## src/rtl/core/bls_pkg.sv

```systemverilog
package bls_pkg;

   localparam int DEPTH      = 16;
   localparam int ELEM_WIDTH = 32;

   localparam int ACTION_W = 2;
   localparam int VALUE_W  = 32;
   localparam int KIND_W   = 3;
   localparam int CAP_W    = 5;

   localparam int STORE_W = (ELEM_WIDTH < VALUE_W) ? ELEM_WIDTH : VALUE_W;
   localparam int CNT_W   = $clog2(DEPTH + 1);
   localparam int ADDR_W  = (DEPTH > 1) ? $clog2(DEPTH) : 1;
   localparam int CMP_W   = (CNT_W > CAP_W) ? CNT_W : CAP_W;

   localparam logic [ACTION_W-1:0] ACT_PUSH  = 2'd0;
   localparam logic [ACTION_W-1:0] ACT_POP   = 2'd1;
   localparam logic [ACTION_W-1:0] ACT_PRINT = 2'd2;

   localparam logic [KIND_W-1:0] KIND_POPPED    = 3'd0;
   localparam logic [KIND_W-1:0] KIND_ENTRY     = 3'd1;
   localparam logic [KIND_W-1:0] KIND_EMPTY     = 3'd2;
   localparam logic [KIND_W-1:0] KIND_OVERFLOW  = 3'd3;
   localparam logic [KIND_W-1:0] KIND_UNDERFLOW = 3'd4;

   localparam logic [1:0] RD_TOP    = 2'd0;
   localparam logic [1:0] RD_BOTTOM = 2'd1;
   localparam logic [1:0] RD_WALK   = 2'd2;

   typedef struct packed {
      logic              push_en;
      logic              pop_en;
      logic              rd_en;
      logic [1:0]        rd_sel;
      logic              walk_load;
      logic              walk_inc;
      logic              emit;
      logic [KIND_W-1:0] kind;
      logic              last;
   } bls_cmd_type;

   typedef struct packed {
      logic full;
      logic empty;
      logic fill_one;
      logic walk_last;
   } bls_status_type;

endpackage

```

## src/rtl/core/bls_ctrl.sv

```systemverilog
module bls_ctrl (
   input  logic                          clock,
   input  logic                          reset,
   input  logic                          start,
   input  logic [bls_pkg::ACTION_W-1:0]  req_action,
   input  bls_pkg::bls_status_type       status,
   output logic                          busy,
   output bls_pkg::bls_cmd_type          cmd
);
   import bls_pkg::*;

   localparam logic ST_IDLE  = 1'b0;
   localparam logic ST_PRINT = 1'b1;

   logic state_ff;
   logic state_in;

   assign busy = (state_ff == ST_PRINT);

   always_comb begin
      state_in = state_ff;
      cmd      = '0;
      unique case (state_ff)
         ST_IDLE: begin
            if (start) begin
               unique case (req_action)
                  ACT_PUSH: begin
                     if (status.full) begin
                        cmd.emit = 1'b1;
                        cmd.kind = KIND_OVERFLOW;
                        cmd.last = 1'b1;
                     end else begin
                        cmd.push_en = 1'b1;
                     end
                  end
                  ACT_POP: begin
                     cmd.emit = 1'b1;
                     cmd.last = 1'b1;
                     if (status.empty) begin
                        cmd.kind = KIND_UNDERFLOW;
                     end else begin
                        cmd.kind   = KIND_POPPED;
                        cmd.pop_en = 1'b1;
                        cmd.rd_en  = 1'b1;
                        cmd.rd_sel = RD_TOP;
                     end
                  end
                  ACT_PRINT: begin
                     cmd.emit = 1'b1;
                     if (status.empty) begin
                        cmd.kind = KIND_EMPTY;
                        cmd.last = 1'b1;
                     end else begin
                        cmd.kind      = KIND_ENTRY;
                        cmd.rd_en     = 1'b1;
                        cmd.rd_sel    = RD_BOTTOM;
                        cmd.walk_load = 1'b1;
                        cmd.last      = status.fill_one;
                        if (!status.fill_one) begin
                           state_in = ST_PRINT;
                        end
                     end
                  end
                  default: begin
                  end
               endcase
            end
         end
         ST_PRINT: begin
            cmd.emit     = 1'b1;
            cmd.kind     = KIND_ENTRY;
            cmd.rd_en    = 1'b1;
            cmd.rd_sel   = RD_WALK;
            cmd.walk_inc = 1'b1;
            cmd.last     = status.walk_last;
            if (status.walk_last) begin
               state_in = ST_IDLE;
            end
         end
         default: begin
            state_in = ST_IDLE;
         end
      endcase
   end

   always_ff @(posedge clock) begin
      if (reset) begin
         state_ff <= ST_IDLE;
      end else begin
         state_ff <= state_in;
      end
   end

`ifndef SYNTH
   a_print_ends: assert property (@(posedge clock) disable iff (reset)
      (state_ff == ST_PRINT && status.walk_last) |=> (state_ff == ST_IDLE))
      else $error("print walk did not end on last entry");

   a_no_start_while_walk: assert property (@(posedge clock) disable iff (reset)
      (state_ff == ST_PRINT) |-> (!cmd.push_en && !cmd.pop_en))
      else $error("stack changed during print walk");

   a_one_op: assert property (@(posedge clock) disable iff (reset)
      $onehot0({cmd.push_en, cmd.pop_en, cmd.walk_load, cmd.walk_inc}))
      else $error("conflicting datapath commands");
`endif

endmodule

```

## src/rtl/core/bls_datapath.sv

```systemverilog
module bls_datapath (
   input  logic                          clock,
   input  logic                          reset,
   input  logic                          csr_wr_en,
   input  logic [bls_pkg::CAP_W-1:0]     csr_wr_data,
   input  logic [bls_pkg::VALUE_W-1:0]   req_item_value,
   input  bls_pkg::bls_cmd_type          cmd,
   output bls_pkg::bls_status_type       status,
   output logic                          rsp_valid,
   output logic [bls_pkg::KIND_W-1:0]    rsp_result_kind,
   output logic [bls_pkg::VALUE_W-1:0]   rsp_result_value,
   output logic                          rsp_last_of_run
);
   import bls_pkg::*;

   logic [STORE_W-1:0] stack_mem [DEPTH];
   logic [STORE_W-1:0] rd_data_ff;

   logic [CNT_W-1:0]   fill_count_ff;
   logic [CNT_W-1:0]   fill_count_in;
   logic [CAP_W-1:0]   capacity_ff;
   logic [ADDR_W-1:0]  walk_ff;
   logic [ADDR_W-1:0]  walk_in;
   logic [ADDR_W-1:0]  rd_addr;
   logic [CMP_W-1:0]   eff_cap;
   logic [CNT_W-1:0]   top_count;

   logic               rsp_valid_ff;
   logic [KIND_W-1:0]  rsp_kind_ff;
   logic               rsp_last_ff;
   logic               rsp_sel_ff;

   assign eff_cap = (CMP_W'(capacity_ff) > CMP_W'(DEPTH)) ? CMP_W'(DEPTH)
                                                           : CMP_W'(capacity_ff);
   assign top_count = fill_count_ff - CNT_W'(1);

   assign status.full      = (CMP_W'(fill_count_ff) >= eff_cap);
   assign status.empty     = (fill_count_ff == '0);
   assign status.fill_one  = (fill_count_ff == CNT_W'(1));
   assign status.walk_last = ((CNT_W'(walk_ff) + CNT_W'(1)) == fill_count_ff);

   always_comb begin
      unique case (cmd.rd_sel)
         RD_TOP:    rd_addr = top_count[ADDR_W-1:0];
         RD_BOTTOM: rd_addr = '0;
         RD_WALK:   rd_addr = walk_ff;
         default:   rd_addr = walk_ff;
      endcase
   end

   always_comb begin
      fill_count_in = fill_count_ff;
      if (csr_wr_en) begin
         fill_count_in = '0;
      end else if (cmd.push_en) begin
         fill_count_in = fill_count_ff + CNT_W'(1);
      end else if (cmd.pop_en) begin
         fill_count_in = top_count;
      end
   end

   always_comb begin
      walk_in = walk_ff;
      if (cmd.walk_load) begin
         walk_in = ADDR_W'(1);
      end else if (cmd.walk_inc) begin
         walk_in = walk_ff + ADDR_W'(1);
      end
   end

   always_ff @(posedge clock) begin
      if (cmd.push_en) begin
         stack_mem[fill_count_ff[ADDR_W-1:0]] <= req_item_value[STORE_W-1:0];
      end
      if (cmd.rd_en) begin
         rd_data_ff <= stack_mem[rd_addr];
      end
   end

   always_ff @(posedge clock) begin
      if (reset) begin
         fill_count_ff <= '0;
         capacity_ff   <= '0;
         walk_ff       <= '0;
         rsp_valid_ff  <= 1'b0;
      end else begin
         fill_count_ff <= fill_count_in;
         walk_ff       <= walk_in;
         rsp_valid_ff  <= cmd.emit;
         if (csr_wr_en) begin
            capacity_ff <= csr_wr_data;
         end
      end
   end

   always_ff @(posedge clock) begin
      rsp_kind_ff <= cmd.kind;
      rsp_last_ff <= cmd.last;
      rsp_sel_ff  <= cmd.rd_en;
   end

   assign rsp_valid        = rsp_valid_ff;
   assign rsp_result_kind  = rsp_kind_ff;
   assign rsp_last_of_run  = rsp_last_ff;
   assign rsp_result_value = rsp_sel_ff ? VALUE_W'(rd_data_ff) : '0;

`ifndef SYNTH
   a_fill_bound: assert property (@(posedge clock) disable iff (reset)
      fill_count_ff <= CNT_W'(DEPTH))
      else $error("fill count beyond depth");

   a_csr_clears: assert property (@(posedge clock) disable iff (reset)
      csr_wr_en |=> (fill_count_ff == '0))
      else $error("capacity write did not empty the stack");

   a_push_grows: assert property (@(posedge clock) disable iff (reset)
      (cmd.push_en && !csr_wr_en) |=> (fill_count_ff == $past(fill_count_ff) + CNT_W'(1)))
      else $error("push did not advance fill count");
`endif

endmodule

```

## src/rtl/core/bounded_lifo_stack.sv

```systemverilog
// Push: accepted with no result; overflow reported in the cycle after the transfer.
// Pop: result in the cycle after the transfer; the next command may follow at once.
// Print: one entry per cycle from the cycle after the transfer;
//   busy holds while the walk reads the remaining entries from the single-port store.
// Synchronous active-high reset empties the stack and sets capacity to 0.
// Results are strobed for one cycle; the receiver cannot stall them.
module bounded_lifo_stack (
   input  logic                          clock,
   input  logic                          reset,
   input  logic                          start,
   output logic                          busy,
   input  logic [bls_pkg::ACTION_W-1:0]  req_action,
   input  logic [bls_pkg::VALUE_W-1:0]   req_item_value,
   input  logic                          csr_wr_en,
   input  logic [bls_pkg::CAP_W-1:0]     csr_wr_data,
   output logic                          rsp_valid,
   output logic [bls_pkg::KIND_W-1:0]    rsp_result_kind,
   output logic [bls_pkg::VALUE_W-1:0]   rsp_result_value,
   output logic                          rsp_last_of_run
);
   import bls_pkg::*;

   bls_cmd_type    cmd;
   bls_status_type status;

   bls_ctrl u_ctrl (
      .clock      (clock),
      .reset      (reset),
      .start      (start),
      .req_action (req_action),
      .status     (status),
      .busy       (busy),
      .cmd        (cmd)
   );

   bls_datapath u_datapath (
      .clock            (clock),
      .reset            (reset),
      .csr_wr_en        (csr_wr_en),
      .csr_wr_data      (csr_wr_data),
      .req_item_value   (req_item_value),
      .cmd              (cmd),
      .status           (status),
      .rsp_valid        (rsp_valid),
      .rsp_result_kind  (rsp_result_kind),
      .rsp_result_value (rsp_result_value),
      .rsp_last_of_run  (rsp_last_of_run)
   );

endmodule
```

## config.mk

```make
export PLATFORM = sky130hd
export DESIGN_NAME = bounded_lifo_stack
export DESIGN_NICKNAME = d
export VERILOG_FILES = /design/src/rtl/core/bls_pkg.sv /design/src/rtl/core/bls_ctrl.sv /design/src/rtl/core/bls_datapath.sv /design/src/rtl/core/bounded_lifo_stack.sv
export SDC_FILE = /design/constraint.sdc
export NUM_CORES = 1
export LEC_CHECK = 0
export BUFFER_PORTS_ARGS = -buffer_cell sky130_fd_sc_hd__buf_4
export CORE_AREA = 4 4 177 222
export DETAILED_ROUTE_END_ITERATION = 7
export DIE_AREA = 0 0 181 226
export PLACE_DENSITY_LB_ADDON = 0.12
export SLEW_MARGIN = 20
export SYNTH_ARGS = -nofsm -noshare
export SYNTH_HDL_FRONTEND = slang
export SYNTH_SLANG_ARGS = --single-unit
```

## constraint.sdc

```tcl
create_clock -name clock -period 12.15 [get_ports clock]
set_input_delay 1.8225 -clock clock [delete_from_list [all_inputs] [get_ports clock]]
set_output_delay 1.8225 -clock clock [all_outputs]
set_load 0.03 [all_outputs]
```

==> results.txt, run 1 <==
- Chain of cells forming the critical path: inv_1 -> mux2i_4 -> buf_4 -> buf_4 -> mux2_2 -> o22ai_1 -> or3_1 -> nand4_1
- After floorplanning, the core was sized to cover 37100 um2.
- A synthesized cell averages 16.2 um2.
- Flip-flop and latch count after synthesis: 565
* Final critical-path share of the clock period: 39.8%
- Worst-case vdd ir drop: 0.000138 V
- Post-layout nets: 1504
* Critical-path top delay cell: buf_4
- Once routing completed, OpenROAD measured the worst setup slack at 7.32 ns.
- Most frequent cells in the layout: 544 x edfxtp_1, 108 x buf_4, 75 x nor2_1, 71 x mux2i_1, 65 x mux2_2
* Clock-pin slew reported for the worst setup and hold paths after clock tree synthesis: 0.06 ns
* Average vias per placed instance: 6.29
* Diode insertion count for antenna repair: 0
- Number of DRC markers after the initial detailed-route iteration: 1286
- # placed instances: 1879
- Global route total overflow: 0
* Status: finished clean
- Clock tree from TritonCTS: done
- Area added between synthesis and finish: 12.8%
- Inserted Clock Buffers: 50
- Post-CTS Resized: 0
- Global-route wire length before repair: 74800 um
- The netlist uses 48 different library cells.
* Sinks on Clock Net: 565
- Vias in the first global route: 12300
* Path class of the lowest-slack min-delay path: flop to flop
* Total wire length: 50000 um
* Setup slack after placement: 7.34 ns
* I/O pin cnt: 81
* CP startpoint kind: flop
- Pre-antenna DRT Iters: 5
- Cells fill 67.4% of the core in the end.
* Main flop type after synthesis: edfxtp_1
* Max-cap violation count: 0
- Commonest non-fill, non-tap cell in the layout: edfxtp_1
- # hold bufs at CTS: 0
* Clock Tree Root: clkbuf_16
* Slew Limit Headroom: 27.0%
* Post-place instance area: 23400 um2
* Kind of critical path: flop to flop
* Count of placed standard cells in the final layout, fillers left out: 1968
- Counting flops with a built-in enable in the synthesized netlist gives 544.
- Crit-path most repeated cell: buf_4
* Final Hold Viols: 0
* Share of synthesized flip-flops with an asynchronous set or reset: 0%
- Port buffer count: 80
- Critical Path Max Stage Delay: 0.92 ns
- Fmax: 207 MHz
* Post-route worst hold slack: 0.502 ns
- Residual DRC count: 0
- Yosys Warn Count: 0
- Cells after Synth: 1368
- CP required: 12.46 ns
* Post-detailed-placement half-perimeter wirelength: 25300 um
- Static Leakage: 8.62 nW
- Drt wl/cell: 25.4 um
- Total routing resource utilization after global routing: 23.9%
- Sequential elements use 75.6% of the synthesized area.
- Measured along the y axis, the die boundary spans 226 um.
- Deepest level of the CTS H-tree: 2
- In this run the post-CTS setup repair buffer count came out at 0.
- The finished cells cover 25000 um2.
* Number of antenna violations at the first check in global routing: 2
* Number of placement rows: 79
- Adding up every negative setup slack in the final design gives 0 ns.
- Ratio of total power to cell area: 152 nW/um2
* Pins Over Slew Limit: 0
* Die footprint: 40900 um2
- Starting density of the core: 59.8%
* Share of final-layout standard cells stronger than drive strength 1: 18.5%
- Antenna Violating Nets Remaining: 0
- The worst setup path is captured at a flop.
- Vias: 12400
* Design Power: 3.80 mW
- Data arrives at the worst endpoint at 5.14 ns.
- Mapped cell area: 22200 um2
- For the final database, setup skew stands at 0.0146 ns.
* Largest net degree at the start of global routing: 80
* Die span in x: 181 um
- Time the final worst path needs with I/O delays and setup: 4.83 ns
- Number of nets in the synthesized netlist: 1426
- Setup repair after global routing left no endpoint under its margin.
- The congestion estimate from routability-driven global placement came to 0.791.
* Clk_lat worst skew: 0.57 ns
- Counting along the longest clock path gives a buffer depth of 3.
- For the pin with the worst max-slew slack, the measured transition is 1.10 ns.
* Count of endpoints failing setup in the final report: 0
- Of all nets on the critical path, the largest fanout is 61.
## synth_stat cells (12+ instances only)
master     count  area share (%)
buf_2         21            0.47
nor3_1        16            0.36
a21oi_1       40            0.90
nand2_1       57            0.97
edfxtp_1     544              74
clkbuf_1      49            0.83
mux2i_1       72             3.3
nor2_1        88             1.5
or3_1         63             1.8
ha_1          15            0.85
a2bb2oi_1     31             1.2
o211ai_1      31             1.1
a221o_1       32             1.4
and2_1        34            0.96
o22ai_1       64             1.8
inv_1         12            0.20
dfxtp_1       21             1.9
mux2_2        65             3.3
nand4_1       34            0.96
## layer usage
metal / GRT usage [%] / up-vias / part of all wire, %
li1: - / 5537 / -
met1: 31.7 / 6361 / 40
met2: 42.7 / 414 / 52
met3: 3.29 / 72 / 5.7
met4: 5.47 / 2 / 1.8
met5: 0 / - / 0.022
## state kept, by name, summed over array words and instances (netlist names)
name                        flops
u_ctrl.busy                     1
u_datapath.capacity_ff          5
u_datapath.fill_count_ff        5
u_datapath.rd_data_ff          32
u_datapath.rsp_last_of_run      1
u_datapath.rsp_result_kind      3
u_datapath.rsp_sel_ff           1
u_datapath.rsp_valid            1
u_datapath.stack_mem          512
u_datapath.walk_ff              4
## path summary, 6_finish.rpt
check,startpoint,endpoint,slack (ns),cells past startpoint
setup / recovery,u_ctrl.busy,u_datapath.rd_data_ff[1],7.32,8
hold / removal,u_datapath.capacity_ff[2],u_datapath.capacity_ff[2],0.50,2
setup reg to reg,u_ctrl.busy,u_datapath.rd_data_ff[1],7.32,8
hold reg to reg,u_datapath.capacity_ff[2],u_datapath.capacity_ff[2],0.50,2
## report_power, final
part	switching (mW)	internal, mW	leakage, nW	total [mW]
logic	0.0862	0.0457	2.80	0.132
registers	0.00257	2.14	5.06	2.14
clock network	0.663	0.866	0.759	1.53
## cells by family after synthesis
logic type	synth area share [%]
buf+inv	1.85
fa+ha+maj	0.847
mux	6.56
flops	75.6
simple gates	7.28
xor+xnor	0.474
compound gates	7.38
## worst max-delay path, delay by kind of cell (launching register included)
family                 cells  cell delay (ns)
AND/OR/NAND/NOR            2             0.23
buffers and inverters      3             2.17
AO/OA/AOI/OAI              1             0.14
flip-flops                 1             0.86
multiplexers               2             0.97
## area by class of cell
class                           count  area [um2]
Inverter                           12        45.0
Multi-Input combinational cell    708        5190
Clock buffer                       67        1360
Tap cell                          486         608
Clock inverter                     21         206
Timing Repair Buffer              109         822
Sequential cell                   565       16800
Fill cell                        2511       12100
(Power assumes the default switching activity.)
==> run 2, diff against run 1 <==
clock period = 4.6 ns   (was 12.15 ns; I/O delays follow)
==> run 2 against run 1 <==
Against the previous run: first-iteration DRC count shrank 6.6%; cell area grew 1.1%; combinational power grew to 2.8 times the previous value; largest power group unchanged.
==> results.txt, run 2 (same netlist as run 1, synthesis figures left out) <==
* Fmax: 284 MHz
- Ratio of total power to cell area: 400 nW/um2
- Crit-path most repeated cell: nand2_1
- Global placement routability congestion: 0.811
- Cell depth of the worst min-delay path: 3
- Of the cells placed in the final design, the portion with a size suffix greater than 1 is 19.8%.
- Total routing resource utilization after global routing: 23.9%
- The worst setup path is of the flop to flop kind.
- Time the final worst path needs with I/O delays and setup: 3.52 ns
- Met1 Usage GRT: 32.1%
- Wires add up to 49500 um.
- The number of antenna violations at the first check in global routing was 0.
- Clock-pin slew reported for the worst setup and hold paths after clock tree synthesis: 0.06 ns
* Worst-case vdd ir drop: 0.000361 V
- Final critical-path share of the clock period: 76.6%
* Inserted Clock Buffers: 51
- Commonest non-fill, non-tap cell in the layout: edfxtp_1
- Post-place instance area: 23700 um2
- The tool flagged a number of max-cap violations equal to 0.
- The worst pin sits at a relative slew slack of 29.6%.
* Starting density of the core: 59.8%
* Antenna Violating Nets Remaining: 0
- CP required: 4.86 ns
* Die footprint: 40900 um2
* Drt wl/cell: 24.9 um
- In the routed layout, each cell is associated on average with a via count of 6.24.
* Deepest level of the CTS H-tree: 2
- Area added between synthesis and finish: 14.0%
- Entering global routing, the biggest net connects 77 pins.
- Summed over all nets, the half-perimeter wirelength after detailed placement is 28600 um.
* Global route total overflow: 0
- M3 GR Usage: 3.72%
* Port buffer count: 80
- The detailed router placed 12400 vias in this run.
- After floorplanning, the core was divided into 79 placement rows.
- Together, buffers and inverters on the worst path number 1.
- In this run the most used layer during global routing was met2.
- Max reg flops: 512
* DIE HEIGHT: 226 um
* Number of stages on the worst setup path: 7
- TritonCTS built the clock tree.
- For met2 alone, demand over resource in global routing was 41.2%.
- Pre-antenna DRT Iters: 5
* Post-CTS Resized: 0
- Setup repair after global routing left no endpoint under its margin.
* Max clock buf depth: 3
- Final Hold Viols: 0
- Summed over all failing endpoints, the final setup total negative slack is 0 ns.
- The via count of the first global-routing pass is 12500.
- The net count of the finished layout is 1525.
- Status: finished clean
- For this run, design rule violations remaining after detail routing come to 0.
- Static Leakage: 8.76 nW
- Crit. End Element: flop
- Setup bufs post-CTS: 0
- Arr. time, crit path: 3.79 ns
* Clk_lat worst skew: 0.57 ns
- Counting every sink on the clock net gives 565.
* Clock Tree Root: clkbuf_16
- In this run the horizontal extent of the chip is 181 um.
* Layout Skew: 0.0148 ns
- Global-route wire length before repair: 75200 um
- Category of cells accounting for the largest share of critical-path delay: simple AND/OR/NAND/NOR gates
- Count of endpoints failing setup in the final report: 0
* Path class of the lowest-slack min-delay path: input pin to flop
* Floorplan Core Area: 37100 um2
- STA classifies the critical path startpoint as a flop.
- The total count of max-transition violations in the final report is 0.
- I/O pin cnt: 81
- With fillers left out, the area of the finished cells amounts to 25300 um2.
- 0 antenna diodes ended up in the layout.
- Critical-path top delay cell: dfxtp_1
- In this run the worst path has a maximum fanout of 23.
* R2R depth: 7
- Most frequent cells in the layout: 544 x edfxtp_1, 120 x buf_4, 75 x nor2_1, 71 x mux2i_1, 65 x mux2_2
- Transition time of the tightest slew-check pin: 1.06 ns
* # hold bufs at CTS: 0
* Critical Path Max Stage Delay: 0.82 ns
* Number of DRC markers after the initial detailed-route iteration: 1201
* Reg-to-reg slack, setup: 1.08 ns
* Chain of cells forming the critical path: ha_1 -> a21oi_1 -> o2111ai_1 -> nand2_1 -> nand2_1 -> nor2_4 -> buf_4
-- run 2: path summary, 6_finish.rpt --
check,startpoint,to
hold reg to reg,u_datapath.capacity_ff[0],u_datapath.capacity_ff[0]
setup / recovery,u_datapath.fill_count_ff[2],u_datapath.stack_mem[15][31]
hold / removal,csr_wr_data[3],u_datapath.capacity_ff[3]
setup reg to reg,u_datapath.fill_count_ff[2],u_datapath.stack_mem[15][31]
-- run 2: cell type report --
type / count / area, um2
tap: 486 / 608
sequential: 565 / 16800
timing repair buffer: 129 / 1080
clock buffer: 63 / 1350
inverter: 12 / 45.0
multi-input combinational: 708 / 5190
clock inverter: 26 / 230
fill: 2515 / 11800
-- run 2: where the power goes --
group	switching, mW	leakage (nW)	internal [mW]
sequential	0.00655	5.06	5.65
combinational	0.238	2.93	0.129
clock	1.78	0.771	2.30
total	2.02	8.76	8.08
-- run 2: through the flow --
stage / util, % / hold slack (ns) / worst slack [ns] / instances / power (mW)
floorplan: - / 0.452 / 0.335 / 1368 / 5.96
global placement: 63.9 / 0.478 / 1.20 / 1900 / 6.13
detailed placement: 63.9 / 0.485 / 1.08 / 1900 / 6.14
CTS: 68.1 / 0.345 / 1.06 / 1989 / 10.2
global route: 68.2 / 0.355 / 0.791 / 1989 / 10.4
finish: 68.2 / 0.370 / 1.08 / 1989 / 10.1
-- run 2: routing by layer --
metal	share of wire [%]	wire, um	up-vias
li1	-	-	5572
met1	41	20300	6342
met2	50	25000	412
met3	5.8	2890	85
met4	2.6	1280	0
met5	0	0	-
-- run 2: tightest hold or removal path: cells and delay by family --
family | cells | cell delay, ns
buf+inv | 1 | 0.08
simple gates | 1 | 0.07
mux | 1 | 0.05
==> run 3, diff against run 2 <==
clock period = 3.3 ns   (was 4.6 ns; I/O delays follow)
==> run 3 against run 2 <==
Against the previous run: utilization up 0.70 points; cell count up 1.2%; highest routed layer unchanged; wire length up 5.2%; worst setup slack worse by 0.89 ns; critical endpoint is now u_datapath.rd_data_ff[17]; clock skew up 0.0011 ns; critical path depth up 2; clock power up 40%; total power up 40%.
==> results.txt, run 3 (same netlist as run 1, synthesis figures left out) <==
- In the final routing, the length of wire on met1 measures 21100 um.
- The total count of max-transition violations in the final report was 0.
- Most frequent cells in the layout: 544 x edfxtp_1, 129 x buf_4, 75 x nor2_1, 71 x mux2i_1, 65 x mux2_2
- Counting tap cells, the placed design contains a total of 1916 instances.
* Starting density of the core: 59.8%
- Setup violations remaining at the end of the flow were counted as 0.
* Commonest non-fill, non-tap cell in the layout: edfxtp_1
- Once layout is complete, the utilization of the core stands at 68.9%.
- Transition time of the tightest slew-check pin: 0.833 ns
* Die span in x: 181 um
* Total routing resource utilization after global routing: 25.1%
* Kind of critical path: flop to flop
* CP required: 3.72 ns
- Port buffer count: 80
* Design Power: 14.1 mW
* Final critical-path share of the clock period: 94.4%
- Clock tree from TritonCTS: done
* Max Fanout on Critical Path: 31
- Die footprint: 40900 um2
- Number of antenna violations at the first check in global routing: 2
* Status: finished clean
- Number of placement rows: 79
* Deepest level of the CTS H-tree: 2
- No sink is reached through more buffers than the 3 on the longest clock path.
* Sinks on Clock Net: 565
- Clock Tree Root: clkbuf_16
- Fmax: 321 MHz
- The via count of the first global-routing pass is 12500.
- Pre-antenna DRT Iters: 5
* Max reg flops: 512
* Clk_lat worst skew: 0.58 ns
- Clock-pin slew reported for the worst setup and hold paths after clock tree synthesis: 0.07 ns
- For this design, the CTS-stage hold fixing added 0 buffers.
* Inserted Clock Buffers: 52
* Area added between synthesis and finish: 15.2%
* FILL cells: 2466
- Global placement routability congestion: 0.796
* Arr. time, crit path: 3.54 ns
- Residual DRC count: 0
- Summed over all nets, the half-perimeter wirelength after detailed placement is 28400 um.
* Vias: 12700
- For this block, the routed nets add up to 52000 um of wire.
- Setup tns final: 0 ns
- In the detailed route, the total length drawn on met3 is 3800 um.
* Time the final worst path needs with I/O delays and setup: 3.11 ns
- Setup bufs post-CTS: 0
- In this run the count of I/O pins placed on the die edge is 81.
- On the final layout, the worst clock skew is 0.0159 ns.
- In this run the tightest slew margin relative to its limit is 44.3%.
- The worst-case IR drop observed on VDD is 0.000454 V.
- Global-route wire length before repair: 77400 um
- Ratio of total power to cell area: 553 nW/um2
* Highest routed layer: met4
- Largest net degree at the start of global routing: 61
- The final-report hold violation count was 0.
- Metal2 WL: 25700 um
- Dividing the detail-routed wire length by the instance count gives 25.9 um.
* Unrepaired setup endpoints after global routing: false
- STA classifies the critical path endpoint as a flop.
- Measured along the y axis, the die boundary spans 226 um.
- CP startpoint kind: flop
- The tightest min-delay check is of the input pin to flop type.
* Post-layout nets: 1542
* Global route total overflow: 0
- Summing all placed instances gives a cell area of 23900 um2.
- Max-cap violations in this run came to 0.
- Share of final-layout standard cells stronger than drive strength 1: 20.4%
* Average vias per placed instance: 6.31
* Number of DRC markers after the initial detailed-route iteration: 1227
- The finished layout holds 2012 standard cells, fillers aside.
- With fillers left out, the area of the finished cells amounts to 25500 um2.
* Post-CTS Resized: 0
* Floorplan Core Area: 37100 um2
* Static Leakage: 8.87 nW
- Antenna Violating Nets Remaining: 0
run 3: cell types whose count changed in the layout (fill, tap and decap cells not counted), moves of 2 or more:
cell,previous run,this run
clkbuf_1,9,18
nor3_2,4,0
nor3_4,0,4
buf_4,120,129
buf_12,9,16
clkbuf_8,3,0
clkinvlp_4,3,1
clkbuf_16,51,54
run 3: where the power goes:
part | switching (mW) | internal, mW | total [mW]
clock | 2.48 | 3.23 | 5.72
sequential | 0.00838 | 7.88 | 7.89
combinational | 0.325 | 0.187 | 0.512
total | 2.82 | 11.3 | 14.1
run 3: path summary, 6_finish.rpt:
path | start | endpoint | depth (start not counted) | slack [ns]
worst max register to register | u_datapath.fill_count_ff[0] | u_datapath.rd_data_ff[17] | 9 | 0.19
worst max-delay path | u_datapath.fill_count_ff[0] | u_datapath.rd_data_ff[17] | 9 | 0.19
worst min register to register | u_datapath.capacity_ff[0] | u_datapath.capacity_ff[0] | 2 | 0.49
worst min-delay path | csr_wr_data[1] | u_datapath.capacity_ff[1] | 3 | 0.15
run 3: critical path: stages, from the launching register on:
cell,delay (ns)
dfxtp_1,0.38
inv_1,0.20
ha_1,0.22
or4b_4,0.54
nand3_1,0.23
and2_4,0.44
buf_12,0.27
o22ai_1,0.12
or3_1,0.38
nand4_1,0.15
run 3: layout make-up:
| type | count | area, um2 | share of cell area (%) |
|---|---|---|---|
| clock buffer | 72 | 1420 | 5.56 |
| antenna | 1 | 2.50 | 0.00980 |
| multi-input combinational | 708 | 5210 | 20.4 |
| clock inverter | 23 | 193 | 0.755 |
| timing repair buffer | 145 | 1290 | 5.05 |
| tap | 486 | 608 | 2.38 |
| inverter | 12 | 45.0 | 0.176 |
| sequential | 565 | 16800 | 65.6 |
run 3: through the flow:
| stage | hold slack (ns) | worst slack [ns] |
|---|---|---|
| after floorplan | 0.452 | -0.0487 |
| after global placement | 0.473 | 0.339 |
| after detailed placement | 0.479 | 0.272 |
| after CTS | 0.131 | 0.221 |
| after global routing | 0.154 | 0.0493 |
| final | 0.154 | 0.186 |
run 3: metal layers:
metal | global-route usage [%] | vias up
met5 | 0 | -
met4 | 7.75 | 0
met3 | 3.64 | 99
met2 | 41.8 | 520
met1 | 35.0 | 6439
li1 | - | 5638
